==> src/design/binary_log_record_parser_defines.svh <==
// assertion macros used by the binary log record parser datapath
`ifndef BINARY_LOG_RECORD_PARSER_DEFINES_SVH
`define BINARY_LOG_RECORD_PARSER_DEFINES_SVH

// property checked at every rising clock edge outside reset
`define BLRP_ASSERT(label, prop, msg) \
    label: assert property (@(posedge clk) disable iff (!rst_n) prop) else $error(msg);

// condition in one cycle implies a consequence in the next
`define BLRP_ASSERT_NEXT(label, ante, cons, msg) \
    label: assert property (@(posedge clk) disable iff (!rst_n) (ante) |=> (cons)) else $error(msg);

`endif

==> src/design/blrp_pkg.sv <==
// types and constants of the binary log record parser
package blrp_pkg;

    localparam int POS_BITS_DEF = 16;
    localparam int ALIGN_DEF    = 4;

    localparam int CFG_IDX_W = 2;
    localparam int TDATA_W   = 104;

    localparam logic [CFG_IDX_W-1:0] CFG_BIG_ENDIAN = 2'd0;
    localparam logic [CFG_IDX_W-1:0] CFG_COUNTED    = 2'd1;
    localparam logic [CFG_IDX_W-1:0] CFG_DOUBLED    = 2'd2;

    localparam logic [1:0] KIND_HEADER  = 2'd0;
    localparam logic [1:0] KIND_PAYLOAD = 2'd1;
    localparam logic [1:0] KIND_DONE    = 2'd2;
    localparam logic [1:0] KIND_ERROR   = 2'd3;

    localparam logic [1:0] ERR_NONE  = 2'd0;
    localparam logic [1:0] ERR_SHORT = 2'd1;
    localparam logic [1:0] ERR_UNSUP = 2'd2;

    localparam logic [1:0] SEL_COUNTED = 2'd0;
    localparam logic [1:0] SEL_NOSTAMP = 2'd1;
    localparam logic [1:0] SEL_STAMP16 = 2'd2;
    localparam logic [1:0] SEL_STAMP32 = 2'd3;

    localparam logic [1:0] SW_COUNTED = 2'd3;

    typedef struct packed {
        logic [1:0]  kind;
        logic [13:0] id;
        logic [1:0]  sw;
        logic [31:0] stamp;
        logic [14:0] plen;
        logic [7:0]  cyc;
        logic [7:0]  pbyte;
        logic        lir;
        logic [1:0]  err;
        logic [15:0] cons;
    } res_t;

    // commands from the controller, all zero unless a byte is taken
    typedef struct packed {
        logic       ld_w0;
        logic       ld_w1;
        logic       ld_stamp;
        logic       ld_count;
        logic       bif_inc;
        logic       bif_clr;
        logic       pos_inc;
        logic       pos_pad;
        logic       buf_clr;
        logic       hold_push;
        logic       hc_clr;
        logic       replay;
        logic       pl_load;
        logic       pl_dec;
        logic       emit_hdr;
        logic       emit_pay;
        logic       emit_tail;
        logic [1:0] tail_kind;
        logic [1:0] tail_err;
    } cmd_t;

    typedef struct packed {
        logic       go;
        logic       last;
        logic       bzero;
        logic [1:0] sel;
        logic       plen_zero;
        logic       pay_zero;
        logic       skip_done;
        logic       stamp_done;
        logic       count_done;
        logic       pad_fill;
        logic       pad_short;
        logic       need_nz;
        logic       counted_en;
        logic       doubled;
    } sts_t;

endpackage

==> src/design/blrp_ctrl.sv <==
// record parsing state machine of the binary log record parser
module blrp_ctrl
    import blrp_pkg::*;
(
    input  logic clk,
    input  logic rst_n,
    input  sts_t sts,
    output cmd_t cmd
);

    typedef enum logic [7:0] {
        ST_W0      = 8'b0000_0001,
        ST_W1      = 8'b0000_0010,
        ST_SKIP    = 8'b0000_0100,
        ST_STAMP   = 8'b0000_1000,
        ST_COUNT   = 8'b0001_0000,
        ST_PAYLOAD = 8'b0010_0000,
        ST_PAD     = 8'b0100_0000,
        ST_ERR     = 8'b1000_0000
    } state_t;

    state_t state_reg;
    state_t state_next;

    always_ff @(posedge clk or negedge rst_n)
    begin
        if (!rst_n)
        begin
            state_reg <= ST_W0;
        end
        else
        begin
            state_reg <= state_next;
        end
    end

    always_comb
    begin
        logic rec_done;
        logic chk_short;
        cmd        = '0;
        state_next = state_reg;
        rec_done   = 1'b0;
        chk_short  = 1'b0;
        if (sts.go)
        begin
            unique case (state_reg)
                ST_ERR:
                begin
                    // rest of a failed buffer is dropped
                    if (sts.last)
                    begin
                        cmd.buf_clr = 1'b1;
                        state_next  = ST_W0;
                    end
                end
                ST_PAD:
                begin
                    if (!sts.bzero || (sts.pad_short && sts.last))
                    begin
                        // not padding after all: parse held bytes again
                        cmd.replay  = 1'b1;
                        cmd.bif_clr = 1'b1;
                        state_next  = ST_W0;
                    end
                    else if (sts.pad_fill)
                    begin
                        cmd.pos_pad = 1'b1;
                        cmd.hc_clr  = 1'b1;
                        state_next  = ST_W0;
                        if (sts.last)
                        begin
                            cmd.emit_tail = 1'b1;
                            cmd.tail_kind = KIND_DONE;
                            cmd.buf_clr   = 1'b1;
                        end
                    end
                    else
                    begin
                        cmd.hold_push = 1'b1;
                    end
                end
                ST_W0:
                begin
                    cmd.pos_inc = 1'b1;
                    cmd.ld_w0   = 1'b1;
                    chk_short   = 1'b1;
                    state_next  = ST_W1;
                end
                ST_W1:
                begin
                    cmd.pos_inc = 1'b1;
                    cmd.ld_w1   = 1'b1;
                    cmd.bif_clr = 1'b1;
                    chk_short   = 1'b1;
                    case (sts.sel)
                        SEL_COUNTED:
                        begin
                            if (!sts.counted_en)
                            begin
                                cmd.emit_tail = 1'b1;
                                cmd.tail_kind = KIND_ERROR;
                                cmd.tail_err  = ERR_UNSUP;
                                chk_short     = 1'b0;
                                if (sts.last)
                                begin
                                    cmd.buf_clr = 1'b1;
                                    state_next  = ST_W0;
                                end
                                else
                                begin
                                    state_next = ST_ERR;
                                end
                            end
                            else
                            begin
                                cmd.pl_load  = 1'b1;
                                cmd.emit_hdr = 1'b1;
                                if (sts.plen_zero)
                                begin
                                    rec_done = 1'b1;
                                end
                                else
                                begin
                                    state_next = ST_PAYLOAD;
                                end
                            end
                        end
                        SEL_NOSTAMP: state_next = ST_COUNT;
                        SEL_STAMP16: state_next = sts.doubled ? ST_SKIP : ST_STAMP;
                        default:     state_next = ST_STAMP;
                    endcase
                end
                ST_SKIP:
                begin
                    cmd.pos_inc = 1'b1;
                    chk_short   = 1'b1;
                    if (sts.skip_done)
                    begin
                        cmd.bif_clr = 1'b1;
                        state_next  = ST_STAMP;
                    end
                    else
                    begin
                        cmd.bif_inc = 1'b1;
                    end
                end
                ST_STAMP:
                begin
                    cmd.pos_inc  = 1'b1;
                    cmd.ld_stamp = 1'b1;
                    chk_short    = 1'b1;
                    if (sts.stamp_done)
                    begin
                        cmd.bif_clr = 1'b1;
                        state_next  = ST_COUNT;
                    end
                    else
                    begin
                        cmd.bif_inc = 1'b1;
                    end
                end
                ST_COUNT:
                begin
                    cmd.pos_inc  = 1'b1;
                    cmd.ld_count = 1'b1;
                    chk_short    = 1'b1;
                    if (sts.count_done)
                    begin
                        cmd.bif_clr  = 1'b1;
                        cmd.pl_load  = 1'b1;
                        cmd.emit_hdr = 1'b1;
                        if (sts.plen_zero)
                        begin
                            rec_done = 1'b1;
                        end
                        else
                        begin
                            state_next = ST_PAYLOAD;
                        end
                    end
                    else
                    begin
                        cmd.bif_inc = 1'b1;
                    end
                end
                ST_PAYLOAD:
                begin
                    cmd.pos_inc  = 1'b1;
                    cmd.pl_dec   = 1'b1;
                    cmd.emit_pay = 1'b1;
                    chk_short    = 1'b1;
                    if (sts.pay_zero)
                    begin
                        rec_done = 1'b1;
                    end
                end
                default:
                begin
                    state_next = ST_W0;
                end
            endcase

            if (rec_done)
            begin
                if (sts.last)
                begin
                    cmd.emit_tail = 1'b1;
                    cmd.tail_kind = KIND_DONE;
                    cmd.buf_clr   = 1'b1;
                    state_next    = ST_W0;
                end
                else
                begin
                    cmd.hc_clr  = 1'b1;
                    cmd.bif_clr = 1'b1;
                    state_next  = sts.need_nz ? ST_PAD : ST_W0;
                end
            end
            else if (chk_short && sts.last)
            begin
                // buffer ended inside a record
                cmd.emit_tail = 1'b1;
                cmd.tail_kind = KIND_ERROR;
                cmd.tail_err  = ERR_SHORT;
                cmd.buf_clr   = 1'b1;
                state_next    = ST_W0;
            end
        end
    end

endmodule

==> config.mk <==
export PLATFORM = sky130hd
export DESIGN_NAME = blrp_ctrl
export DESIGN_NICKNAME = d
export VERILOG_FILES = /design/src/design/binary_log_record_parser_defines.svh /design/src/design/blrp_pkg.sv /design/src/design/blrp_ctrl.sv
export SDC_FILE = /design/constraint.sdc
export NUM_CORES = 1
export LEC_CHECK = 0
export BUFFER_PORTS_ARGS = -buffer_cell sky130_fd_sc_hd__buf_4
export CAP_MARGIN = 0
export CORE_MARGIN = 4
export CORE_UTILIZATION = 45
export DETAILED_ROUTE_END_ITERATION = 10
export PLACE_DENSITY = 0.78
export SYNTH_ARGS = -nofsm -noshare
export SYNTH_HDL_FRONTEND = slang
export SYNTH_SLANG_ARGS = --single-unit
export TNS_END_PERCENT = 5
==> constraint.sdc <==
create_clock -name clk -period 2.2 [get_ports clk]
set_input_delay 0.33 -clock clk [delete_from_list [all_inputs] [get_ports clk]]
set_output_delay 0.33 -clock clk [all_outputs]
set_load 0.02 [all_outputs]
==> results.sh, run 1 <==
export IMPL_core_area_um2=2250
export IMPL_power_density_nw_per_um2=822
export IMPL_final_util_pct=77.6
export IMPL_rows=17
export IMPL_period_needed_ns=2.53
export IMPL_pre_cts_ws_ns=-0.135
export IMPL_insertion_delay_ns=0.26
export IMPL_nNetsFinal=208
export IMPL_maxCapViolCount=0
export IMPL_wl_per_cell_um=18.2
export IMPL_die_x_um=57.3
export IMPL_initial_utilization_pct=48.6
export IMPL_layoutNonFillerInstCount=218
export IMPL_cp_end_kind="primary output"
export IMPL_cp_data_arrival_time_ns=2.20
export IMPL_die_h_um=57.3
export IMPL_setup_slack_ns=-0.333
export IMPL_drt_iter0_markers=62
export IMPL_fmax_ghz=0.395
export IMPL_grt_overflow_total=0
export IMPL_ys_flop_type="dfrtp_1"
export IMPL_cts_sinks=8
export IMPL_finalCritPeriodShare_pct=115
export IMPL_rsz0062_at_grt="yes"
export IMPL_tightest_slew_ns=0.413
export IMPL_hold_viol_final=0
export IMPL_gp_congestion=0.936
export IMPL_finClkSkew_ns=0.0158
export IMPL_cp_start_kind="flip-flop"
export IMPL_finalSetupViolations=23
export IMPL_avgSynthCellArea_um2=8.42
export IMPL_maxSlewViolCount=0
export IMPL_critical_path_class="reg -> out"
export IMPL_cp_required_ns=1.87
export IMPL_ys_types=52
export IMPL_grt_pass1_vias=1365
export IMPL_firstDrtPassIters=4
export IMPL_hold_class="in -> async"
export IMPL_synth_edf_count=0
export IMPL_portBuffers=37
export IMPL_wirelength_um=3970
export IMPL_viasPerCell=6.21
export IMPL_dp_cells=211
export IMPL_ioPinCount=38
export IMPL_netlist_instances=130
export IMPL_violations="setup timing"
export IMPL_synthTopCellsByArea="dfrtp_1 (16%), nand4b_1 (5.6%), nor2_1 (3.8%)"
export IMPL_finalPower_mw=1.44
export IMPL_tritoncts="yes"
export IMPL_antenna_left=0
export IMPL_fin_area_um2=1750
export IMPL_postSynth_asyncResetShare_pct=100
export IMPL_antenna_cells=0
export IMPL_crit_path_max_fanout=3
export IMPL_cts_buffers=3
export IMPL_syn_nets=147
export IMPL_ys_ff_latch=8
export IMPL_grt_pass1_wl_um=6220
export IMPL_place_hpwl_um=2920
export IMPL_yosys_warnings=0
export IMPL_power_leakage_nw=0.797
export IMPL_synth_top_area_share_pct=16.0
export IMPL_largest_register_ffs=8
export IMPL_synth_cell_area_um2=1090
export IMPL_antenna_found_initial=0
export IMPL_clk_path_buf_depth=2
export IMPL_nFillCells=164
export IMPL_yosys_area_top_type="dfrtp_1"
export IMPL_cts_root_buf="clkbuf_4"
export IMPL_drive_gt1_share_pct=54.7
export IMPL_status="finished with violations"
export IMPL_ys_seq_area_share_pct=18.4
export IMPL_cts_max_level=1
export IMPL_max_slew_margin_rel_pct=72.1
export IMPL_syn_to_final_growth_pct=59.9
export IMPL_grt_usage_pct=23.7
export IMPL_path_clk_slew_ns=0.06
export IMPL_drc_errors=0
export IMPL_grt_max_degree=16
export IMPL_dieArea_um2=3290
export IMPL_ir_drop_uv=785
export IMPL_vias=1353
export IMPL_place_area_um2=1590
## area by class of cell
cell class                 count  area (um^2)  area share, %
clock buffer                   4         26.3           1.50
timing repair buffer          68          539           30.8
inverter                       4         15.0          0.858
tap                           28         35.0           2.00
sequential                     8          203           11.6
multi-input combinational    106          932           53.3
## synthesized netlist by cell type, types with 3 or more instances
| library cell | instances |
|---|---|
| a31oi_1 | 5 |
| inv_1 | 4 |
| and2_1 | 3 |
| buf_2 | 3 |
| nor3_1 | 5 |
| clkbuf_1 | 3 |
| dfrtp_1 | 7 |
| and3_1 | 3 |
| buf_4 | 3 |
| nand3_1 | 7 |
| a21oi_1 | 6 |
| nand4b_1 | 7 |
| buf_6 | 3 |
| nand2_1 | 6 |
| nor2_1 | 11 |
| nor4_1 | 6 |
## metal layers
layer | wire, um | vias up | share of wire [%] | global-route usage [%]
met3 | 290 | 6 | 7.3 | 4.07
met2 | 2030 | 69 | 51 | 42.9
met4 | 48 | 0 | 1.2 | 4.97
met1 | 1610 | 645 | 40 | 29.3
li1 | - | 633 | - | -
met5 | 0 | - | 0 | 0
## kinds of logic after synthesis
group | after synthesis | share of synthesized area (%)
AO/OA/AOI/OAI | 34 | 28.0
multiplexers | 2 | 2.74
flip-flops | 8 | 18.4
XOR/XNOR | 1 | 0.800
AND/OR/NAND/NOR | 69 | 41.1
buffers and inverters | 16 | 8.91
## placed cells by master (no fill, tap or decap), types with 4 or more instances in the layout
cell type,netlist,final
nor2_1,11,7
a21oi_1,6,4
nand2_1,6,6
buf_6,3,7
nand3_1,7,7
dfrtp_1,7,6
buf_4,3,60
inv_1,4,4
nor3_1,5,4
nor4_4,1,6
nand4b_1,7,7
a31oi_1,5,5
## metrics by stage
stage	hold slack [ns]	setup TNS, ns
after floorplan	0.0344	-1.89
after global placement	0.145	-0.891
after detailed placement	0.150	-1.62
after CTS	0.417	-4.33
after global routing	0.427	-6.63
final	0.430	-4.76
## worst paths after layout
| check | from | endpoint | slack (ns) | cells past startpoint |
|---|---|---|---|---|
| setup / recovery | state_reg[7] | cmd[2] | -0.33 | 7 |
| hold / removal | rst_n | state_reg[5] | 0.43 | 2 |
| setup reg to reg | state_reg[2] | state_reg[3] | -0.13 | 9 |
| hold reg to reg | state_reg[6] | state_reg[6] | 0.69 | 2 |
| max in group asynchronous | rst_n | state_reg[0] | 1.54 | 2 |
| min in group clk | sts[9] | state_reg[5] | 0.44 | 3 |
## worst max-delay path, cell delays in order, from the launching register on
cell      delay [ns]
dfrtp_1         0.38
or4_4           0.57
nor4_4          0.27
o31a_2          0.23
o31a_4          0.15
nor2_4          0.05
a211oi_2        0.14
buf_4           0.17
## power breakdown
| group | switching [mW] | total, mW | internal (mW) |
|---|---|---|---|
| combinational | 0.558 | 1.08 | 0.524 |
| sequential | 0.0517 | 0.234 | 0.182 |
| clock | 0.0540 | 0.124 | 0.0696 |
## timing repair
action	CTS	global route
pin swaps	13	1
gates resized for setup	15	7
endpoints found under the hold margin	7	0
endpoints found under the setup margin	25	25
buffers inserted	2	0
hold buffers	1	0
No activity file was read; power rests on OpenSTA's default activity.
==> inputs of run 2 (changes only) <==
--- a/config.mk
+++ b/config.mk
@@ -7,7 +7,6 @@
 export LEC_CHECK = 0
 export BUFFER_PORTS_ARGS = -buffer_cell sky130_fd_sc_hd__buf_4
 export CAP_MARGIN = 0
-export CORE_MARGIN = 4
 export CORE_UTILIZATION = 45
 export DETAILED_ROUTE_END_ITERATION = 10
 export PLACE_DENSITY = 0.78
==> run 2 against run 1 <==
Against the previous run: the run still ends with setup timing left; core utilization increased by 0.28 points; sequential power is 3% lower; clock skew fell by 0.011 ns; critical path depth is the same; sequential share of layout area down 0.11 points; combinational power barely moved; sequential cell count did not move; routed wire length shrank 3.5%; hold slack got worse by 0.0025 ns; final cell count is 0.46% higher.
==> results.sh, run 2 (synthesis results as in run 1) <==
export IMPL_cts_max_level=1
export IMPL_grt_pass1_wl_um=6170
export IMPL_seqCellArea_um2=201
export IMPL_maxCapViolCount=0
export IMPL_grt_overflow_total=0
export IMPL_rr_worst_depth=7
export IMPL_largest_register_ffs=8
export IMPL_cts_root_buf="clkbuf_4"
export IMPL_dr_wl_met3_um=240
export IMPL_finalSetupTns_ns=-3.88
export IMPL_cts_sinks=8
export IMPL_r2r_slack_ns=-0.07
export IMPL_drc_errors=0
export IMPL_cp_cell_sequence="buf_6 -> or4_4 -> a2111oi_4 -> a41o_1 -> nand2_2 -> a31oi_1 -> buf_4"
export IMPL_hold_viol_final=0
export IMPL_cp_end_kind="primary output"
export IMPL_r2r_end="state_reg[4]"
export IMPL_path_clk_slew_ns=0.05
export IMPL_insertion_delay_ns=0.26
export IMPL_dp_cells=213
export IMPL_status="finished with violations"
export IMPL_rsz0062_at_grt="yes"
export IMPL_max_slew_margin_rel_pct=72.4
export IMPL_cts_buffers=3
export IMPL_hold_depth=3
export IMPL_layoutNonFillerInstCount=219
export IMPL_final_util_pct=77.9
export IMPL_min_from="sts[2]"
export IMPL_wirelength_um=3830
export IMPL_maxSlewViolCount=0
export IMPL_slowest_stage="or4_4"
export IMPL_antenna_found_initial=0
export IMPL_firstDrtPassIters=4
export IMPL_tritoncts="yes"
export IMPL_drt_met1_wl_um=1640
export IMPL_vias=1366
export IMPL_dieArea_um2=2630
export IMPL_antenna_left=0
export IMPL_wl_per_cell_um=17.5
export IMPL_min_to="state_reg[0]"
export IMPL_final_common_cell="buf_4"
export IMPL_power_leakage_nw=0.800
export IMPL_initial_utilization_pct=48.6
export IMPL_die_h_um=51.3
export IMPL_tightest_slew_ns=0.413
export IMPL_cp_required_ns=1.87
export IMPL_crit_path_max_fanout=6
export IMPL_core_area_um2=2250
export IMPL_grt_max_degree=16
export IMPL_most_common_layout_cells="buf_4 (62), nand4b_1 (7), nor2_1 (7), nand3_1 (7), dfrtp_1 (7)"
export IMPL_gp_congestion=0.913
export IMPL_setup_slack_ns=-0.340
export IMPL_nFillCells=160
export IMPL_critical_path_class="reg -> out"
export IMPL_grt_pass1_vias=1312
export IMPL_drive_gt1_share_pct=55.5
export IMPL_period_needed_ns=2.54
export IMPL_violations="setup timing"
export IMPL_drt_iter0_markers=65
export IMPL_fmax_ghz=0.394
export IMPL_ioPinCount=38
export IMPL_max_stage_delay_ns=0.56
export IMPL_finalSetupViolations=21
export IMPL_place_hpwl_um=2830
export IMPL_cp_start_kind="flip-flop"
export IMPL_nNetsFinal=209
export IMPL_syn_to_final_growth_pct=60.5
export IMPL_route_top_layer_used="met4"
export IMPL_multiInputGateArea_um2=936
export IMPL_grt_usage_pct=31.7
export IMPL_power_density_nw_per_um2=822
export IMPL_pre_cts_ws_ns=-0.146
export IMPL_wl_met2_um=1850
export IMPL_viasPerCell=6.24
export IMPL_rows=17
export IMPL_clk_path_buf_depth=2
export IMPL_ir_drop_uv=747
export IMPL_die_x_um=51.3
export IMPL_r2r_start="state_reg[0]"
export IMPL_cp_data_arrival_time_ns=2.21
export IMPL_antenna_cells=0
export IMPL_finClkSkew_ns=0.00476
export IMPL_hold_class="in -> reg"
export IMPL_portBuffers=37
export IMPL_finalCritPeriodShare_pct=115
-- run 2: cell types whose count changed in the layout (fill, tap and decap cells not counted), sizes merged --
cell / delta
buf: +1
-- run 2: per-stage QoR --
stage | instance area (um^2) | hold WS (ns) | total power [mW]
6_report | 1760 | 0.427 | 1.44
3_3_place_gp | 1600 | 0.146 | 1.18
3_5_place_dp | 1600 | 0.152 | 1.20
2_1_floorplan | 1160 | 0.0344 | 0.821
4_1_cts | 1710 | 0.418 | 1.40
5_1_grt | 1760 | 0.429 | 1.53
-- run 2: worst max path at each step --
stage              endpoint  depth (start not counted)         start
4_1_cts             cmd[15]                          7  state_reg[6]
2_1_floorplan        cmd[4]                          8  state_reg[4]
5_1_grt             cmd[15]                          7  state_reg[7]
3_5_place_dp        cmd[15]                          7  state_reg[6]
3_3_place_gp   state_reg[4]                          7  state_reg[6]
6_report            cmd[15]                          7  state_reg[6]
-- run 2: per-layer routing --
metal  up-vias  global-route usage [%]
met2        78                    50.7
li1        637                       -
met1       639                    42.8
met5         -                       0
met3        12                    4.76
met4         0                    11.7
-- run 2: repair_timing --
item	4_1_cts	5_1_grt
gates resized for setup	14	7
endpoints found under the setup margin	24	26
hold endpoints to repair	7	0
gates cloned	0	0
hold buffers	1	0
setup buffers	1	0
pin swaps	9	5
-- run 2: cell type report --
cell class	count	share of cell area (%)
Sequential cell	8	11.5
Timing Repair Buffer	69	30.9
Inverter	4	0.855
Multi-Input combinational cell	106	53.3
Clock buffer	4	1.50
Tap cell	28	1.99
-- run 2: critical path: cells and delay by family (launching register included) --
kind | cells | cell delay (ns)
and+or+nand+nor | 2 | 0.65
DFF | 1 | 0.39
AOI/OAI and AO/OA | 3 | 0.60
buffers and inverters | 2 | 0.31
-- run 2: power breakdown --
group	total [mW]	internal [mW]	switching, mW
Clock	0.123	0.0696	0.0534
Sequential	0.228	0.182	0.0460
Combinational	1.09	0.540	0.554
==> inputs of run 3 (changes only) <==
--- a/config.mk
+++ b/config.mk
@@ -7,9 +7,11 @@
 export LEC_CHECK = 0
 export BUFFER_PORTS_ARGS = -buffer_cell sky130_fd_sc_hd__buf_4
 export CAP_MARGIN = 0
-export CORE_UTILIZATION = 45
+export CELL_PAD_IN_SITES_DETAIL_PLACEMENT = 1
+export CELL_PAD_IN_SITES_GLOBAL_PLACEMENT = 1
+export CORE_UTILIZATION = 32
 export DETAILED_ROUTE_END_ITERATION = 10
-export PLACE_DENSITY = 0.78
+export PLACE_DENSITY = 0.85
 export SYNTH_ARGS = -nofsm -noshare
 export SYNTH_HDL_FRONTEND = slang
 export SYNTH_SLANG_ARGS = --single-unit
==> run 3 against run 2 <==
Against the previous run: the flow still finishes with violations (setup timing); fmax down 2.2%; combinational power up 10%; die area up 39%; core utilization down 20 points; critical endpoint is now cmd[2]; highest routed layer unchanged.
==> results.sh, run 3 (synthesis results as in run 1) <==
export IMPL_cts_buffers=3
export IMPL_firstDrtPassIters=4
export IMPL_critPathBufInv=3
export IMPL_period_needed_ns=2.60
export IMPL_power_leakage_nw=0.825
export IMPL_rr_worst_depth=7
export IMPL_critical_path_class="reg -> out"
export IMPL_status="finished with violations"
export IMPL_maxSlewViolCount=0
export IMPL_pre_cts_ws_ns=-0.279
export IMPL_tritoncts="yes"
export IMPL_cp_required_ns=1.87
export IMPL_initial_utilization_pct=34.7
export IMPL_finalSetupViolations=23
export IMPL_finalPower_mw=1.57
export IMPL_grt_pass1_vias=1476
export IMPL_drive_gt1_share_pct=57.9
export IMPL_cts_root_buf="clkbuf_4"
export IMPL_ir_drop_uv=458
export IMPL_grt_pass1_wl_um=7320
export IMPL_rows=20
export IMPL_insertion_delay_ns=0.27
export IMPL_largest_register_ffs=8
export IMPL_r2r_start="state_reg[6]"
export IMPL_cp_data_arrival_time_ns=2.27
export IMPL_slowest_stage="or4_4"
export IMPL_cts_sinks=8
export IMPL_syn_to_final_growth_pct=66.6
export IMPL_crit_start="state_reg[7]"
export IMPL_max_stage_delay_ns=0.58
export IMPL_maxCapViolCount=0
export IMPL_place_hpwl_um=3630
export IMPL_layoutNonFillerInstCount=239
export IMPL_cp_end_kind="primary output"
export IMPL_hold_class="in -> async"
export IMPL_cp_start_kind="flip-flop"
export IMPL_vias=1376
export IMPL_r2r_slack_ns=-0.14
export IMPL_die_x_um=60.5
export IMPL_violations="setup timing"
export IMPL_cp_depth=7
export IMPL_grt_usage_pct=27.8
export IMPL_drc_errors=0
export IMPL_clk_path_buf_depth=2
export IMPL_fmax_ghz=0.385
export IMPL_antenna_left=0
export IMPL_dieArea_um2=3660
export IMPL_cpMostUsedCell="buf_4"
export IMPL_grt_util_met3_pct=1.92
export IMPL_viasPerCell=5.76
export IMPL_grt_util_met2_pct=50.2
export IMPL_dp_cells=233
export IMPL_grt_util_met1_pct=35.8
export IMPL_max_slew_margin_rel_pct=70.8
export IMPL_setup_slack_ns=-0.397
export IMPL_hold_viol_final=0
export IMPL_tightest_slew_ns=0.435
export IMPL_grt_max_degree=16
export IMPL_r2r_end="state_reg[7]"
export IMPL_power_density_nw_per_um2=860
export IMPL_final_util_pct=57.9
export IMPL_die_h_um=60.5
export IMPL_gr_max_usage_layer="met2"
export IMPL_path_delay_family="simple AND/OR/NAND/NOR gates"
export IMPL_gp_congestion=0.916
export IMPL_final_common_cell="buf_4"
export IMPL_drt_iter0_markers=50
export IMPL_antenna_cells=0
export IMPL_nNetsFinal=213
export IMPL_finalCritPeriodShare_pct=118
export IMPL_ioPinCount=38
export IMPL_portBuffers=37
export IMPL_core_area_um2=3150
export IMPL_wl_per_cell_um=19.3
export IMPL_rsz0062_at_grt="yes"
export IMPL_grt_overflow_total=0
export IMPL_finClkSkew_ns=0.00947
export IMPL_crit_path_max_fanout=9
export IMPL_cts_max_level=1
export IMPL_wirelength_um=4600
export IMPL_cp_cell_sequence="or4_4 -> buf_6 -> nor4_4 -> a41o_1 -> buf_4 -> a211oi_2 -> buf_4"
export IMPL_path_clk_slew_ns=0.06
export IMPL_antenna_found_initial=0
[run 3: per-stage QoR]
stage	setup TNS [ns]	cell area, um^2	hold slack [ns]
floorplan	-1.89	1160	0.0344
global placement	-1.31	1660	0.147
detailed placement	-3.15	1660	0.154
CTS	-4.36	1800	0.411
global route	-6.96	1820	0.419
finish	-4.85	1820	0.420
[run 3: cell type report]
cell class                      count  area, um^2
Tap cell                           44        55.1
Sequential cell                     8         201
Fill cell                         383        1330
Clock buffer                        4        26.3
Timing Repair Buffer               73         589
Multi-Input combinational cell    106         937
Inverter                            4        15.0
[run 3: how the worst max path moves through the flow]
stage	to	slack, ns
floorplan	cmd[4]	-0.28
global placement	cmd[10]	-0.14
detailed placement	cmd[4]	-0.28
CTS	cmd[15]	-0.34
global route	cmd[2]	-0.48
finish	cmd[2]	-0.40
[run 3: what timing repair did]
item,4_1_cts,5_1_grt
pin swaps,13,3
endpoints found under the setup margin,25,27
hold buffers,1,0
setup buffers,1,0
resized for setup,20,5
endpoints found under the hold margin,7,0
[run 3: power breakdown]
part	total, mW	internal, mW	leakage, nW	switching (mW)
Combinational	1.20	0.598	0.704	0.606
Clock	0.128	0.0699	0.0150	0.0577
Sequential	0.237	0.182	0.107	0.0551
Total	1.57	0.849	0.825	0.719
[run 3: layer usage]
layer / part of all wire (%) / vias up
met3: 4.2 / 7
met4: 1.1 / 0
met5: 0 / -
met1: 42 / 677
met2: 52 / 49
li1: - / 643
