**config.mk**
```make
export PLATFORM = sky130hd
export DESIGN_NAME = blrp_datapath
export DESIGN_NICKNAME = d
export VERILOG_FILES = /design/src/design/blrp_pkg.sv /design/src/design/blrp_datapath.sv
export VERILOG_INCLUDE_DIRS = /design/src /design/src/design
export SDC_FILE = /design/constraint.sdc
export NUM_CORES = 1
export LEC_CHECK = 0
export ABC_CLOCK_PERIOD_IN_PS = 5400
export BUFFER_PORTS_ARGS = -buffer_cell sky130_fd_sc_hd__buf_2
export CAP_MARGIN = 15
export CORE_MARGIN = 4
export CORE_UTILIZATION = 52
export CTS_CLUSTER_SIZE = 40
export DETAILED_ROUTE_END_ITERATION = 7
export GPL_ROUTABILITY_DRIVEN = 1
export PLACE_DENSITY = 0.72
export SKIP_LAST_GASP = 1
export SLEW_MARGIN = 10
export SYNTH_ARGS = -nofsm -noshare
export SYNTH_HDL_FRONTEND = slang
export SYNTH_SLANG_ARGS = --single-unit
```
**constraint.sdc**
```tcl
create_clock -name clk -period 5.4 [get_ports clk]
set_input_delay 1.08 -clock clk [delete_from_list [all_inputs] [get_ports clk]]
set_output_delay 1.08 -clock clk [all_outputs]
set_load 0.01 [all_outputs]
```
**src/design/binary_log_record_parser_defines.svh**
```systemverilog
// assertion macros used by the binary log record parser datapath
`ifndef BINARY_LOG_RECORD_PARSER_DEFINES_SVH
`define BINARY_LOG_RECORD_PARSER_DEFINES_SVH

// property checked at every rising clock edge outside reset
`define BLRP_ASSERT(label, prop, msg) \
    label: assert property (@(posedge clk) disable iff (!rst_n) prop) else $error(msg);

// condition in one cycle implies a consequence in the next
`define BLRP_ASSERT_NEXT(label, ante, cons, msg) \
    label: assert property (@(posedge clk) disable iff (!rst_n) (ante) |=> (cons)) else $error(msg);

`endif

```
**src/design/blrp_pkg.sv**
```systemverilog
// types and constants of the binary log record parser
package blrp_pkg;

    localparam int POS_BITS_DEF = 16;
    localparam int ALIGN_DEF    = 4;

    localparam int CFG_IDX_W = 2;
    localparam int TDATA_W   = 104;

    localparam logic [CFG_IDX_W-1:0] CFG_BIG_ENDIAN = 2'd0;
    localparam logic [CFG_IDX_W-1:0] CFG_COUNTED    = 2'd1;
    localparam logic [CFG_IDX_W-1:0] CFG_DOUBLED    = 2'd2;

    localparam logic [1:0] KIND_HEADER  = 2'd0;
    localparam logic [1:0] KIND_PAYLOAD = 2'd1;
    localparam logic [1:0] KIND_DONE    = 2'd2;
    localparam logic [1:0] KIND_ERROR   = 2'd3;

    localparam logic [1:0] ERR_NONE  = 2'd0;
    localparam logic [1:0] ERR_SHORT = 2'd1;
    localparam logic [1:0] ERR_UNSUP = 2'd2;

    localparam logic [1:0] SEL_COUNTED = 2'd0;
    localparam logic [1:0] SEL_NOSTAMP = 2'd1;
    localparam logic [1:0] SEL_STAMP16 = 2'd2;
    localparam logic [1:0] SEL_STAMP32 = 2'd3;

    localparam logic [1:0] SW_COUNTED = 2'd3;

    typedef struct packed {
        logic [1:0]  kind;
        logic [13:0] id;
        logic [1:0]  sw;
        logic [31:0] stamp;
        logic [14:0] plen;
        logic [7:0]  cyc;
        logic [7:0]  pbyte;
        logic        lir;
        logic [1:0]  err;
        logic [15:0] cons;
    } res_t;

    // commands from the controller, all zero unless a byte is taken
    typedef struct packed {
        logic       ld_w0;
        logic       ld_w1;
        logic       ld_stamp;
        logic       ld_count;
        logic       bif_inc;
        logic       bif_clr;
        logic       pos_inc;
        logic       pos_pad;
        logic       buf_clr;
        logic       hold_push;
        logic       hc_clr;
        logic       replay;
        logic       pl_load;
        logic       pl_dec;
        logic       emit_hdr;
        logic       emit_pay;
        logic       emit_tail;
        logic [1:0] tail_kind;
        logic [1:0] tail_err;
    } cmd_t;

    typedef struct packed {
        logic       go;
        logic       last;
        logic       bzero;
        logic [1:0] sel;
        logic       plen_zero;
        logic       pay_zero;
        logic       skip_done;
        logic       stamp_done;
        logic       count_done;
        logic       pad_fill;
        logic       pad_short;
        logic       need_nz;
        logic       counted_en;
        logic       doubled;
    } sts_t;

endpackage

```
**src/design/blrp_datapath.sv**
```systemverilog
// field registers, replay queue and output stage of the binary log record parser
`include "binary_log_record_parser_defines.svh"

module blrp_datapath
    import blrp_pkg::*;
#(
    parameter int POSITION_BITS = POS_BITS_DEF,
    parameter int ALIGN_BYTES   = ALIGN_DEF
)
(
    input  logic                 clk,
    input  logic                 rst_n,
    input  logic                 s_tvalid,
    output logic                 s_tready,
    input  logic [7:0]           s_tdata,
    input  logic                 s_tlast,
    output logic                 m_tvalid,
    input  logic                 m_tready,
    output logic [TDATA_W-1:0]   m_tdata,
    output logic [1:0]           m_tuser,
    output logic                 m_tlast,
    input  logic                 cfg_wen,
    input  logic [CFG_IDX_W-1:0] cfg_index,
    input  logic                 cfg_data,
    input  cmd_t                 cmd,
    output sts_t                 sts
);

    localparam int AW = $clog2(ALIGN_BYTES);
    localparam int QD = ALIGN_BYTES + 1;
    localparam int QW = $clog2(QD + 1);
    localparam longint unsigned POS_SPAN = 64'd1 << POSITION_BITS;
    // alignment phase of the position after a wrap past the top
    localparam int WRAP_MOD = int'((longint'(ALIGN_BYTES) - longint'(POS_SPAN
        % longint'(ALIGN_BYTES))) % longint'(ALIGN_BYTES));

    logic be_reg;
    logic cfe_reg;
    logic did_reg;

    logic [15:0]              fw_reg, fw_next;
    logic [31:0]              stamp_reg, stamp_next;
    logic [15:0]              cw_reg, cw_next;
    logic [14:0]              pl_reg, pl_next;
    logic [1:0]               bif_reg, bif_next;
    logic [POSITION_BITS-1:0] pos_reg, pos_next;
    logic [AW-1:0]            pm_reg, pm_next;
    logic [AW-1:0]            hc_reg, hc_next;
    logic [7:0]               hold_reg [QD];
    logic [7:0]               hold_next [QD];
    logic [7:0]               q_byte_reg [QD];
    logic [7:0]               q_byte_next [QD];
    logic                     q_last_reg [QD];
    logic                     q_last_next [QD];
    logic [QW-1:0]            q_cnt_reg, q_cnt_next;
    logic                     out_valid_reg, out_valid_next;
    logic                     pend_valid_reg, pend_valid_next;
    res_t                     out_res_reg, out_res_next;
    res_t                     pend_res_reg, pend_res_next;

    logic                     from_q;
    logic                     out_free;
    logic                     go;
    logic [7:0]               cur_byte;
    logic                     cur_last;
    logic [14:0]              hdr_plen;
    logic [7:0]               hdr_cyc;
    logic [AW:0]              need_cur;
    logic [AW:0]              hc_inc;
    logic [POSITION_BITS:0]   pad_sum;
    logic [POSITION_BITS-1:0] pos_adv;
    logic [AW-1:0]            pm_inc;
    logic [AW-1:0]            pm_adv;
    logic                     has_main;
    res_t                     main_res;
    res_t                     tail_res;

    always_ff @(posedge clk or negedge rst_n)
    begin
        if (!rst_n)
        begin
            be_reg  <= 1'b1;
            cfe_reg <= 1'b1;
            did_reg <= 1'b0;
        end
        else if (cfg_wen)
        begin
            unique case (cfg_index)
                CFG_BIG_ENDIAN: be_reg  <= cfg_data;
                CFG_COUNTED:    cfe_reg <= cfg_data;
                CFG_DOUBLED:    did_reg <= cfg_data;
                default:        ;
            endcase
        end
    end

    // held bytes waiting for a replay go ahead of new input
    assign from_q   = (q_cnt_reg != '0);
    assign out_free = !pend_valid_reg && (!out_valid_reg || m_tready);
    assign go       = out_free && (from_q || s_tvalid);
    assign s_tready = out_free && !from_q;
    assign cur_byte = from_q ? q_byte_reg[0] : s_tdata;
    assign cur_last = from_q ? q_last_reg[0] : s_tlast;

    always_comb
    begin
        fw_next = fw_reg;
        if (cmd.ld_w0)
        begin
            fw_next = {8'h00, cur_byte};
        end
        else if (cmd.ld_w1)
        begin
            fw_next = be_reg ? {fw_reg[7:0], cur_byte} : {cur_byte, fw_reg[7:0]};
        end

        stamp_next = stamp_reg;
        cw_next    = cw_reg;
        if (cmd.ld_w1)
        begin
            stamp_next = '0;
            cw_next    = '0;
        end
        else if (cmd.ld_stamp)
        begin
            stamp_next = be_reg ? {stamp_reg[23:0], cur_byte}
                                : stamp_reg | (32'(cur_byte) << {bif_reg, 3'b000});
        end
        else if (cmd.ld_count)
        begin
            cw_next = be_reg ? {cw_reg[7:0], cur_byte}
                             : cw_reg | (16'(cur_byte) << {bif_reg, 3'b000});
        end
    end

    // header fields follow the values this byte leaves behind
    always_comb
    begin
        if (fw_next[15:14] == SEL_COUNTED)
        begin
            hdr_plen = {1'b0, fw_next[13:0]};
            hdr_cyc  = '0;
        end
        else if (cw_next[15])
        begin
            hdr_plen = cw_next[14:0];
            hdr_cyc  = '0;
        end
        else
        begin
            hdr_plen = {7'h00, cw_next[15:8]};
            hdr_cyc  = cw_next[7:0];
        end
    end

    always_comb
    begin
        pl_next = pl_reg;
        if (cmd.pl_load)
        begin
            pl_next = hdr_plen;
        end
        else if (cmd.pl_dec && (pl_reg != '0))
        begin
            pl_next = pl_reg - 15'd1;
        end

        bif_next = bif_reg;
        if (cmd.bif_clr || cmd.buf_clr)
        begin
            bif_next = '0;
        end
        else if (cmd.bif_inc)
        begin
            bif_next = bif_reg + 2'd1;
        end
    end

    // buffer position and its phase within the alignment
    assign need_cur = (pm_reg == '0) ? '0 : (AW + 1)'(ALIGN_BYTES) - {1'b0, pm_reg};
    assign hc_inc   = {1'b0, hc_reg} + (AW + 1)'(1);
    assign pad_sum  = {1'b0, pos_reg} + (POSITION_BITS + 1)'(need_cur);
    assign pm_inc   = ((pos_reg == '1) || (pm_reg == AW'(ALIGN_BYTES - 1)))
                      ? '0 : pm_reg + AW'(1);
    assign pos_adv  = cmd.pos_pad ? pad_sum[POSITION_BITS-1:0]
                                  : pos_reg + POSITION_BITS'(1);
    assign pm_adv   = cmd.pos_pad ? (pad_sum[POSITION_BITS] ? AW'(WRAP_MOD) : '0) : pm_inc;

    always_comb
    begin
        pos_next = pos_reg;
        pm_next  = pm_reg;
        if (cmd.buf_clr)
        begin
            pos_next = '0;
            pm_next  = '0;
        end
        else if (cmd.pos_inc || cmd.pos_pad)
        begin
            pos_next = pos_adv;
            pm_next  = pm_adv;
        end
    end

    always_comb
    begin
        int rc;
        rc = int'(hc_reg) + 1 + (from_q ? int'(q_cnt_reg) - 1 : 0);
        for (int i = 0; i < QD; i++)
        begin
            hold_next[i]   = hold_reg[i];
            q_byte_next[i] = q_byte_reg[i];
            q_last_next[i] = q_last_reg[i];
        end
        q_cnt_next = q_cnt_reg;
        hc_next    = hc_reg;

        if (cmd.replay)
        begin
            // held bytes, then this byte, then what was still queued
            for (int i = 0; i < QD; i++)
            begin
                if (i < int'(hc_reg))
                begin
                    q_byte_next[i] = hold_reg[i];
                    q_last_next[i] = 1'b0;
                end
                else if (i == int'(hc_reg))
                begin
                    q_byte_next[i] = cur_byte;
                    q_last_next[i] = cur_last;
                end
                else
                begin
                    for (int k = 1; k < QD; k++)
                    begin
                        if (from_q && (k == i - int'(hc_reg)))
                        begin
                            q_byte_next[i] = q_byte_reg[k];
                            q_last_next[i] = q_last_reg[k];
                        end
                    end
                end
            end
            q_cnt_next = (rc > QD) ? QW'(QD) : QW'(rc);
        end
        else if (go && from_q)
        begin
            for (int i = 0; i < QD - 1; i++)
            begin
                q_byte_next[i] = q_byte_reg[i+1];
                q_last_next[i] = q_last_reg[i+1];
            end
            q_cnt_next = q_cnt_reg - QW'(1);
        end

        if (cmd.replay || cmd.hc_clr || cmd.buf_clr)
        begin
            hc_next = '0;
        end
        else if (cmd.hold_push)
        begin
            for (int i = 0; i < QD; i++)
            begin
                if (i == int'(hc_reg))
                begin
                    hold_next[i] = cur_byte;
                end
            end
            hc_next = hc_reg + AW'(1);
        end
    end

    always_comb
    begin
        main_res       = '0;
        main_res.kind  = cmd.emit_pay ? KIND_PAYLOAD : KIND_HEADER;
        main_res.plen  = hdr_plen;
        main_res.cyc   = hdr_cyc;
        main_res.err   = ERR_NONE;
        if (fw_next[15:14] == SEL_COUNTED)
        begin
            main_res.sw = SW_COUNTED;
        end
        else
        begin
            main_res.id    = fw_next[13:0];
            main_res.sw    = fw_next[15:14] - 2'd1;
            main_res.stamp = stamp_next;
        end
        main_res.pbyte = cmd.emit_pay ? cur_byte : '0;
        main_res.lir   = cmd.emit_pay ? (pl_next == '0) : (hdr_plen == '0);

        tail_res      = '0;
        tail_res.kind = cmd.tail_kind;
        tail_res.err  = cmd.tail_err;
        tail_res.cons = (cmd.tail_kind == KIND_DONE) ? 16'(pos_adv) : '0;
    end

    // a byte may give a header or payload result followed by a done or error result
    assign has_main = cmd.emit_hdr || cmd.emit_pay;

    always_comb
    begin
        out_valid_next  = out_valid_reg;
        pend_valid_next = pend_valid_reg;
        out_res_next    = out_res_reg;
        pend_res_next   = pend_res_reg;
        if (go && (has_main || cmd.emit_tail))
        begin
            out_valid_next  = 1'b1;
            pend_valid_next = has_main && cmd.emit_tail;
            out_res_next    = has_main ? main_res : tail_res;
            pend_res_next   = tail_res;
        end
        else if (out_valid_reg && m_tready)
        begin
            if (pend_valid_reg)
            begin
                out_res_next    = pend_res_reg;
                pend_valid_next = 1'b0;
            end
            else
            begin
                out_valid_next = 1'b0;
            end
        end
    end

    always_ff @(posedge clk or negedge rst_n)
    begin
        if (!rst_n)
        begin
            bif_reg        <= '0;
            pos_reg        <= '0;
            pm_reg         <= '0;
            hc_reg         <= '0;
            q_cnt_reg      <= '0;
            out_valid_reg  <= 1'b0;
            pend_valid_reg <= 1'b0;
        end
        else
        begin
            bif_reg        <= bif_next;
            pos_reg        <= pos_next;
            pm_reg         <= pm_next;
            hc_reg         <= hc_next;
            q_cnt_reg      <= q_cnt_next;
            out_valid_reg  <= out_valid_next;
            pend_valid_reg <= pend_valid_next;
        end
    end

    always_ff @(posedge clk)
    begin
        fw_reg       <= fw_next;
        stamp_reg    <= stamp_next;
        cw_reg       <= cw_next;
        pl_reg       <= pl_next;
        out_res_reg  <= out_res_next;
        pend_res_reg <= pend_res_next;
        for (int i = 0; i < QD; i++)
        begin
            hold_reg[i]   <= hold_next[i];
            q_byte_reg[i] <= q_byte_next[i];
            q_last_reg[i] <= q_last_next[i];
        end
    end

    assign sts.go         = go;
    assign sts.last       = cur_last;
    assign sts.bzero      = (cur_byte == 8'h00);
    assign sts.sel        = fw_next[15:14];
    assign sts.plen_zero  = (hdr_plen == '0);
    assign sts.pay_zero   = (pl_reg <= 15'd1);
    assign sts.skip_done  = (bif_reg == 2'd1);
    assign sts.stamp_done = ({1'b0, bif_reg} + 3'd1)
                            >= ((fw_reg[15:14] == SEL_STAMP32) ? 3'd4 : 3'd2);
    assign sts.count_done = (bif_reg == 2'd1);
    assign sts.pad_fill   = (hc_inc >= need_cur);
    assign sts.pad_short  = (hc_inc < need_cur);
    assign sts.need_nz    = (pm_inc != '0);
    assign sts.counted_en = cfe_reg;
    assign sts.doubled    = did_reg;

    assign m_tvalid = out_valid_reg;
    assign m_tuser  = out_res_reg.kind;
    assign m_tlast  = out_res_reg.lir;
    assign m_tdata  = {7'h00, out_res_reg.cons, out_res_reg.err, out_res_reg.pbyte,
                       out_res_reg.cyc, out_res_reg.plen, out_res_reg.stamp,
                       out_res_reg.sw, out_res_reg.id};

    `BLRP_ASSERT(a_pend_needs_out, pend_valid_reg |-> out_valid_reg, "second result without first")
    `BLRP_ASSERT_NEXT(a_replay_fills_queue, go && cmd.replay, q_cnt_reg != '0, "replay left queue empty")
    `BLRP_ASSERT(a_queue_bound, q_cnt_reg <= QW'(QD), "replay queue overfilled")
    `BLRP_ASSERT_NEXT(a_emit_sets_valid, go && cmd.emit_tail, m_tvalid, "result not presented")

endmodule

```
==> out/metrics.yaml, run 1 <==
placed_design:
  port-buffer-count: 154
  hpwl_um: 26840
  place.gp.congestion: 0.8975
logic_synthesis:
  yosysWarnings: 0
  syn-instance-count: 1389
  ys_ff_latch: 298
  synth-main-ff-cell: "edfxtp_1"
  synth_edf_count: 189
  ys_async_sr_fraction_pct: 10.07
  synth_area_mm2: 0.01429
  postSynthAreaPerCell_um2: 10.29
  synth_cell_type_count: 74
  ys_seq_area_share_pct: 56.04
sta:
  rsz0062_at_grt: "false"
  skew_ns: 0.02106
  fmax_ghz: 0.1992
  hold_viol_final: 0
  max-slew-margin-rel_pct: 29.02
  post-route-min-period_ns: 5.021
  slew_viol_final: 0
  final.period_utilization_pct: 92.98
  tightest_slew_ns: 1.061
  setup_tns_ns: 0
  setup_viol: 0
setup_path:
  cp.arrival_ns: 3.94
  cp_max_fo: 25
  r2r_end: "q_cnt_reg[0]"
  crit_top_cell: "inv_1"
  cp_top_family: "compound AO/OA/AOI/OAI gates"
  slowest_stage: "a21oi_1"
  worst-path-buf-inv: 4
  critPathMaxStageDelay_ns: 0.55
  r2r-start: "hc_reg[1]"
  crit_path_cell_trace: "inv_1 > ha_1 > nand2b_1 > buf_4 > a21oi_1 > inv_1 > o2bb2ai_1 > a22oi_1 > nor2_1 > a211oi_1 > and4bb_2 > buf_2"
  cp-start-kind: "register"
  critical_path_required_ns: 4.32
  rr_worst_depth: 12
  cp-end-kind: "output port"
  cp-startpoint: "q_cnt_reg[0]"
  crit_type: "register to output port"
  ff2ff_setup_slack_ns: 1.46
route:
  first_pass_iters: 7
  drc_errors: 0
  wirelength_um: 38630
  drtIter0Drc: 1132
  num_vias: 11343
  wire_per_inst_um: 20.60
  routed_via_density: 6.050
  antenna_left: 0
global_routing:
  busiest_layer: "met2"
  grt_util_met3_pct: 4.209
  grt_max_degree: 55
  antenna_found_initial: 1
  grt_usage_pct: 24.89
  use_met1_pct: 34.18
  grt_pass1_vias: 10776
  grt_remaining_overflow: 0
  grt_pass1_wl_um: 60490
  grtUsageMet2_pct: 39.72
clock_tree:
  clk_pin_slew_ns: 0.06
  cts_max_path_buffers: 3
  clock-sinks: 298
  cts_setup_buffers: 0
  insertion_delay_ns: 0.52
  cts_root_buf: "clkbuf_16"
  cts_tree: "done"
  h-tree-depth: 2
  cts_made_buffers: 34
power:
  leakage_uw: 0.006542
  vdd_drop_max_uv: 283.6
  seq_power_share_pct: 43.1
  clock_power_share_pct: 28.1
  p_sw_uw: 2738
  p_per_area_mw_per_mm2: 494.9
  power.internal_uw: 5382
  combPwrFrac_pct: 28.8
  switching_share_pct: 33.72
layout:
  final_util_pct: 60.71
  nets: 1577
  drive_above_1_share_pct: 18.33
  largest_register_ffs: 97
  syn2layout_area_growth_pct: 14.79
floorplanning:
  start_util_pct: 52.89
  dieArea_mm2: 0.03020
  io_pins: 162
  core_mm2: 0.02703
  die_x_um: 173.8
  fp.dieH_um: 173.8
  row_count: 60
worst_hold_path:
  whs_path_depth: 2
  hold_path_end: "stamp_reg[27]"
  hold_path_class: "register to register"
  hold_path.startpoint: "stamp_reg[27]"
run:
  drv_cap: 0
status:
  outcome: "complete, no violations"
stage by stage:
step | setup WS [ns] | instances | area [µm²] | total power (µW) | hold slack, ns
detailed placement | 0.5993 | 1812 | 15290 | 5864 | 0.4720
global route | 0.07990 | 1875 | 16410 | 8512 | 0.5036
CTS | 0.3316 | 1874 | 16400 | 8139 | 0.4868
finish | 0.3791 | 1875 | 16410 | 8120 | 0.4907
global placement | 0.6401 | 1811 | 15290 | 5816 | 0.4590
floorplan | 0.6064 | 1395 | 14320 | 4926 | 0.4507
worst register-to-register path, stage by stage (launching register included):
cell and delay, ns:
dfrtp_1 0.92, inv_1 0.37, ha_1 0.51, inv_1 0.10, fa_1 0.46, nor2b_1 0.19
o21ai_0 0.12, ha_1 0.28, nor4bb_1 0.27, nand4_1 0.12, a21oi_1 0.13, o21ai_0 0.14
o22a_1 0.24
power by group through the flow:
stage	clock network (µW)	registers (µW)	logic, µW
2_1_floorplan	0	3720	1210
3_3_place_gp	0	3530	2290
3_5_place_dp	0	3540	2320
4_1_cts	2310	3500	2330
5_1_grt	2410	3560	2540
6_report	2280	3500	2340
cells in the mapped netlist, types with 5 or more instances:
library cell    n  area [µm²]
nor2_1        178       668.1
nand3_1        13       65.06
o2bb2ai_1       5       43.79
a221oi_1       13       113.9
xor2_1         14       122.6
a22oi_1        25       187.7
o22ai_1        11       68.82
o21a_1          5       37.54
ha_1           28       350.3
and3_1         19       118.9
clkbuf_1       82       307.8
or2_2           6       37.54
mux2_2         24       270.3
a31oi_1         6       37.54
edfxtp_1      189        5675
nand4_1        10       62.56
buf_4          15       112.6
nor3_1         75       375.4
nand2b_1       10       62.56
and2_1         23       143.9
nand2_1        92       345.3
buf_1           5       18.77
a21o_1          5       37.54
xnor2_1        12       105.1
dfrtp_1        28       700.7
mux2i_1        23       230.2
o21ai_0       113       565.5
nor2b_1        19       118.9
a21oi_1        89       445.4
a211oi_1       37       277.8
inv_1          47       176.4
nor4_1          8       50.05
dfxtp_1        79        1582
kinds of logic after synthesis:
kind of cell / share of synthesized area (%)
compound gates: 14.66
fa+ha+maj: 3.011
simple gates: 16.54
xor+xnor: 1.593
other cells: 0.02624
buf+inv: 4.473
mux: 3.659
flops: 56.04
layout make-up:
| class | instances | area, µm² |
|---|---|---|
| Fill cell | 2224 | 10620 |
| Sequential cell | 298 | 8010 |
| Multi-Input combinational cell | 943 | 5692 |
| Timing Repair Buffer | 182 | 993.5 |
| Clock buffer | 48 | 933.4 |
| Tap cell | 341 | 426.7 |
| Inverter | 48 | 180.2 |
| Clock inverter | 14 | 170.2 |
| Antenna cell | 1 | 2.502 |
per-layer routing:
layer  share of wire, %  vias to the layer above
met3                7.7                       96
met4                3.4                        0
met2                 47                      532
met5                  0                        -
met1                 42                     5436
li1                   -                     5279
placed cells by master (no fill, tap or decap), types with 28 or more instances in the layout:
master | netlist | final
a211oi_1 | 37 | 37
a21oi_1 | 89 | 89
buf_2 | 4 | 154
clkbuf_16 | 0 | 34
dfrtp_1 | 28 | 28
dfxtp_1 | 79 | 79
edfxtp_1 | 189 | 189
inv_1 | 47 | 47
nand2_1 | 92 | 91
nor2_1 | 178 | 178
nor3_1 | 75 | 74
o21ai_0 | 113 | 112
worst max path at each step:
stage / to / slack [ns] / cells past startpoint
global placement: sts[9] / 0.64 / 10
detailed placement: sts[9] / 0.60 / 10
floorplan: sts[9] / 0.61 / 11
CTS: sts[9] / 0.33 / 16
global route: sts[9] / 0.08 / 12
finish: sts[9] / 0.38 / 12
timing repair:
item	in CTS	in global routing
hold buffers	0	0
endpoints found under the setup margin	0	1
resized for setup	0	1
No activity file was read; power rests on OpenSTA's default activity.
==> run 2, diff against run 1 <==
- ABC_AREA: default -> 1
- CORE_UTILIZATION: 52 -> 59
- HOLD_SLACK_MARGIN: default -> 0.03
- PLACE_DENSITY: 0.72 -> 0.8
==> out/metrics.yaml, run 2 <==
worst_hold_path:
  hold_path_class: "register to register"
sta:
  setup_tns_ns: 0  # unchanged
  rsz0062_at_grt: "false"
  skew_ns: 0.01937  # -0.001698 ns
  tightest_slew_ns: 1.088  # +0.02674 ns
  slew_viol_final: 0  # unchanged
  post-route-min-period_ns: 4.924  # -0.09693 ns
  hold_viol_final: 0  # unchanged
  setup_viol: 0  # unchanged
  max-slew-margin-rel_pct: 27.49  # -1.5 points
  fmax_ghz: 0.2031  # +2.0%
  final.period_utilization_pct: 91.18  # -1.8 points
  fin_ws_ns: 0.4761  # +0.09693 ns
logic_synthesis:
  synth_edf_count: 189  # unchanged
  synth_area_leaders: "edfxtp_1 (39%), dfxtp_1 (11%), nand2_1 (7.2%)"
  synth_common_cells: "nand2_1 (283), nor2_1 (208), edfxtp_1 (189), inv_1 (179), o21ai_0 (107)"
  synth_area_mm2: 0.01470  # +2.9%
  yosysTopAreaCell: "edfxtp_1"
  syn-instance-count: 1621  # +17%
  postSynthAreaPerCell_um2: 9.069  # -12%
  yosysMostFrequentCell: "nand2_1"
  synth-main-ff-cell: "edfxtp_1"
  ys_async_sr_fraction_pct: 10.07  # unchanged
  ys_seq_area_share_pct: 54.49  # -1.6 points
  yosysTopAreaCellShare_pct: 38.60  # -1.1 points
  yosysWarnings: 0  # unchanged
  ys_ff_latch: 298  # unchanged
  synth_cell_type_count: 59  # -20%
setup_path:
  slowest_stage: "nor4_1"
  cp-end-kind: "output port"
  cp-start-kind: "register"
  cp_max_fo: 18  # -28%
  cp.arrival_ns: 3.84  # -0.10 ns
  crit_type: "register to output port"
  critPathMaxStageDelay_ns: 0.37  # -0.18 ns
  cp_top_family: "simple AND/OR/NAND/NOR gates"
  worst-path-buf-inv: 4  # unchanged
  critical_path_required_ns: 4.32  # about the same
  crit_path_cell_trace: "inv_1 > ha_1 > nand2_4 > nand2_4 > nand2_4 > nand2_1 > a21oi_1 > inv_1 > ha_1 > inv_1 > nor2_1 > o21bai_2 > nor2_1 > nand2_1 > nor4_1 > buf_2"
run:
  drv_cap: 0  # unchanged
layout:
  fillers: 1943  # -13%
  antennaDiodeCount: 0  # -1
  largest_register_ffs: 97  # unchanged
  final_cell_mix: "nand2_1 (282), nor2_1 (208), edfxtp_1 (189), inv_1 (179), buf_2 (155)"
  drive_above_1_share_pct: 16.98  # -1.4 points
  design_area_mm2: 0.01660  # +1.2%
  final_common_cell: "nand2_1"
  nets: 1820  # +15%
  syn2layout_area_growth_pct: 12.92
floorplanning:
  dieArea_mm2: 0.02751  # -8.9%
  die_x_um: 165.9  # -4.6%
  start_util_pct: 60.27  # +7.4 points
  core_mm2: 0.02439  # -9.7%
  row_count: 57  # -5.0%
  io_pins: 162  # unchanged
  fp.dieH_um: 165.9  # -4.6%
clock_tree:
  cts_made_buffers: 29  # -15%
  cts_tree: "done"
  h-tree-depth: 1  # -1
  clock-sinks: 298  # unchanged
  insertion_delay_ns: 0.56  # +0.04 ns
  cts_root_buf: "clkbuf_16"
  cts_resized: 0  # unchanged
  clk_pin_slew_ns: 0.06  # about the same
  cts_setup_buffers: 0  # unchanged
  holdBufCountCts: 0  # unchanged
  cts_max_path_buffers: 3  # unchanged
global_routing:
  grt_pass1_vias: 11741  # +9.0%
  grt_usage_pct: 28.01  # +3.1 points
  antenna_found_initial: 1  # unchanged
  grt_remaining_overflow: 0  # unchanged
  grt_max_degree: 80  # +45%
  grt_pass1_wl_um: 62910  # +4.0%
route:
  drtIter0Drc: 1323  # +17%
  wire_per_inst_um: 18.94  # -8.1%
  num_vias: 12071  # +6.4%
  drc_errors: 0  # unchanged
  wirelength_um: 39730  # +2.8%
  routed_via_density: 5.756  # -4.8%
  antenna_left: 0  # unchanged
  first_pass_iters: 6  # -1
placed_design:
  hpwl_um: 27400  # +2.1%
  place.gp.congestion: 0.9159  # +2.1%
  placed_area_mm2: 0.01563  # +2.2%
  port-buffer-count: 154  # unchanged
  pre_cts_slack_ns: 0.6833  # +0.08396 ns
status:
  outcome: "complete, no violations"
power:
  vdd_drop_max_uv: 350.8  # +24%
  leakage_uw: 0.007199  # +10%
  p_per_area_mw_per_mm2: 497.9  # +0.61%
run 2: cell types whose count changed in the layout (fill, tap and decap cells not counted), sizes merged, moves of 24 or more:
| cell | before | now |
|---|---|---|
| a211oi | 37 | 6 |
| a22oi | 26 | 2 |
| inv | 50 | 198 |
| mux2 | 24 | 0 |
| o31ai | 3 | 36 |
| nor2 | 178 | 221 |
| nor3 | 77 | 33 |
| nand3 | 13 | 77 |
| nand2 | 92 | 308 |
run 2: final timing paths:
check                                  start            to  slack [ns]  depth (start not counted)
worst max-delay path            q_cnt_reg[0]        sts[9]        0.48                         16
max in group asynchronous              rst_n    pos_reg[5]        4.27                          1
worst min-delay path                 did_reg       did_reg        0.49                          2
worst max register to register     hc_reg[1]  q_cnt_reg[1]        1.56                         13
worst min register to register       did_reg       did_reg        0.49                          2
min in group asynchronous              rst_n    bif_reg[1]        0.61                          1
run 2: kinds of logic after synthesis:
group / Yosys count / synth area share [%]
other cells: 1 / 0.02551
mux: 1 / 0.06809
flops: 298 / 54.49
buf+inv: 279 / 7.753
compound gates: 313 / 13.17
xor+xnor: 19 / 1.132
simple gates: 678 / 20.43
fa+ha+maj: 32 / 2.928
run 2: through the flow:
step / cells / power [µW] / util [%] / hold WS (ns)
global route: 2097 / 8712 / 68.06 / 0.5055
detailed placement: 2042 / 6190 / 64.06 / 0.4747
floorplan: 1627 / 5225 / - / 0.4542
CTS: 2096 / 8273 / 68.04 / 0.4906
finish: 2097 / 8265 / 68.06 / 0.4906
global placement: 2042 / 6116 / 64.06 / 0.4685
run 2: area by class of cell:
type	instances	area [µm²]	share of cell area (%)
inverters	205	774.5	4.665
well taps	324	405.4	2.442
clock inverters	15	187.7	1.131
repair buffers	166	858.3	5.170
clock buffers	39	783.3	4.718
flip-flops and latches	298	8010	48.25
multi-input cells	1050	5582	33.62
run 2: worst min-delay path: cells and delay by family (launching register included):
family,cells,cell delay (ns)
compound gates,1,0.06
flops,1,0.35
simple gates,1,0.05
run 2: report_power, final:
group | internal (µW) | switching [µW]
logic | 798 | 1850
registers | 3270 | 276
clock network | 1210 | 862
run 2: layer usage:
layer	vias up	GRT usage [%]	routed length, µm
met5	-	0	13
met4	2	9.039	1263
met3	100	4.832	3609
met2	607	45.69	18690
met1	5622	38.59	16150
li1	5740	-	-
==> run 3, diff against run 2 <==
- CTS_BUF_LIST: default -> sky130_fd_sc_hd__clkbuf_4 sky130_fd_sc_hd__clkbuf_8 sky130_fd_sc_hd__clkbuf_16
- GPL_TIMING_DRIVEN: default -> 0
==> out/metrics.yaml, run 3 (same netlist as run 2, synthesis figures left out) <==
route:
  routed_via_density: 5.888  # +2.3%
  wirelength_um: 41990  # +5.7%
  wire_per_inst_um: 19.42  # +2.5%
  num_vias: 12729  # +5.5%
  drc_errors: 0  # unchanged
  first_pass_iters: 5  # -1
  drtIter0Drc: 1749  # +32%
  antenna_left: 0  # unchanged
sta:
  tightest_slew_ns: 0.8396  # -0.2480 ns
  setup_viol: 0  # unchanged
  max-slew-margin-rel_pct: 44.03  # +17 points
  hold_viol_final: 0  # unchanged
  rsz0062_at_grt: "false"
  final.period_utilization_pct: 94.85  # +3.7 points
  fmax_ghz: 0.1952  # -3.9%
  slew_viol_final: 0  # unchanged
  fin_ws_ns: 0.2782  # -0.1979 ns
  post-route-min-period_ns: 5.122  # +0.1979 ns
  skew_ns: 0.01633  # -0.003036 ns
global_routing:
  grt_pass1_wl_um: 65950  # +4.8%
  grt_max_degree: 55  # -31%
  grt_remaining_overflow: 0  # unchanged
  grt_pass1_vias: 12217  # +4.1%
  grt_usage_pct: 29.50  # +1.5 points
  antenna_found_initial: 0  # -1
setup_path:
  cp_max_fo: 10  # -8
  cp-start-kind: "input port"
  critPathMaxStageDelay_ns: 0.42  # +0.05 ns
  rr_worst_depth: 10  # -3
  cp-end-kind: "output port"
  crit_type: "input port to output port"
  crit_top_cell: "inv_1"
  slowest_stage: "nor2_1"
  crit_path_cell_trace: "buf_4 > inv_1 > nor2_1 > nand2_1 > a21oi_2 > inv_1 > ha_1 > buf_4 > inv_1 > buf_2 > nor2_1 > o21bai_1 > inv_1 > nand4_1 > nor4_2 > buf_2"
  critical_path_required_ns: 4.32  # about the same
  cp.arrival_ns: 4.04  # +0.20 ns
clock_tree:
  cts_root_buf: "clkbuf_16"
  holdBufCountCts: 0  # unchanged
  cts_max_path_buffers: 3  # unchanged
  cts_setup_buffers: 0  # unchanged
  cts_resized: 0  # unchanged
  cts_tree: "done"
  clk_pin_slew_ns: 0.06  # about the same
  h-tree-depth: 1  # unchanged
  clock-sinks: 298  # unchanged
  cts_made_buffers: 30  # +3.4%
  insertion_delay_ns: 0.56  # about the same
layout:
  nets: 1884  # +3.5%
  final_cell_mix: "nand2_1 (282), nor2_1 (208), edfxtp_1 (189), inv_1 (179), buf_2 (166)"
  drive_above_1_share_pct: 18.28  # +1.3 points
  syn2layout_area_growth_pct: 15.72
  antennaDiodeCount: 0  # unchanged
  final_common_cell: "nand2_1"
  largest_register_ffs: 97  # unchanged
power:
  leakage_uw: 0.007408  # +2.9%
  p_per_area_mw_per_mm2: 499.3  # +0.30%
  switching_share_pct: 36.41  # +0.23 points
  seq_power_share_pct: 41.7  # -1.2 points
  combPwrFrac_pct: 32.4  # +0.3 points
  finalPower_uw: 8495  # +2.8%
  power.internal_uw: 5402  # +2.4%
  clock_power_share_pct: 25.9  # +0.8 points
  p_sw_uw: 3093  # +3.5%
  vdd_drop_max_uv: 362.1  # +3.2%
run:
  drv_cap: 0  # unchanged
floorplanning:
  die_x_um: 165.9  # unchanged
  dieArea_mm2: 0.02751  # unchanged
  io_pins: 162  # unchanged
  core_mm2: 0.02439  # unchanged
  fp.dieH_um: 165.9  # unchanged
  row_count: 57  # unchanged
  start_util_pct: 60.27  # unchanged
placed_design:
  hpwl_um: 29830  # +8.8%
  port-buffer-count: 152  # -1.3%
  pre_cts_slack_ns: 0.08256  # -0.6007 ns
  place.gp.congestion: 1.006  # +9.8%
worst_hold_path:
  whs_path_depth: 2  # unchanged
  hold_path_class: "register to register"
status:
  outcome: "complete, no violations"
==> run 3: cell count changes in the layout (fill, tap and decap cells not counted), sizes merged <==
| cell | before | now |
|---|---|---|
| clkbuf | 39 | 83 |
| buf | 166 | 187 |
| bufinv | 4 | 2 |
| clkinv | 16 | 17 |
| clkinvlp | 2 | 3 |
==> run 3: routing by layer <==
metal  part of all wire (%)  global-route usage [%]  routed length (µm)
met1                     40                   40.55               16770
met2                     47                   48.76               19740
met3                    9.1                   3.928                3827
met4                    3.9                   10.11                1646
met5                      0                       0                   0
==> run 3: per-stage QoR <==
step	instances	hold slack, ns	setup TNS [ns]	area [µm²]	util (%)
3_5_place_dp	2105	0.4857	0	15930	65.32
4_1_cts	2161	0.5014	0	17000	69.68
2_1_floorplan	1627	0.4542	0	14720	-
5_1_grt	2162	0.5186	0	17010	69.75
3_3_place_gp	2103	0.4750	-103.04	15890	65.15
6_report	2162	0.5000	0	17010	69.75
==> run 3: path summary, 6_finish.rpt <==
check | start | endpoint | slack (ns)
max | cmd[19] | sts[9] | 0.28
min reg2reg | did_reg | did_reg | 0.50
max in group asynchronous | rst_n | pos_reg[8] | 4.23
max reg2reg | hc_reg[1] | q_byte_reg[0][26] | 1.34
min | did_reg | did_reg | 0.50
min in group asynchronous | rst_n | hc_reg[1] | 0.62
==> run 3: worst max-delay path, delay by kind of cell <==
family	cells	cell delay, ns
adders and majority gates	1	0.20
AOI/OAI and AO/OA	2	0.50
and+or+nand+nor	5	1.07
buffers and inverters	8	1.16
==> run 3: power by group through the flow <==
stage / clock, µW / combinational [µW] / sequential [µW]
global placement: 0 / 2610 / 3600
detailed placement: 0 / 2700 / 3560
floorplan: 0 / 1480 / 3740
finish: 2200 / 2760 / 3540
CTS: 2210 / 2730 / 3530
global route: 2320 / 3000 / 3590
==> run 3: final cells by class <==
class	instances	area [µm²]
inverters	205	774.5
multi-input cells	1050	5598
repair buffers	155	793.3
well taps	324	405.4
fillers	1875	7378
clock inverters	15	137.6
plain buffers	74	366.6
clock buffers	41	927.1
flip-flops and latches	298	8010
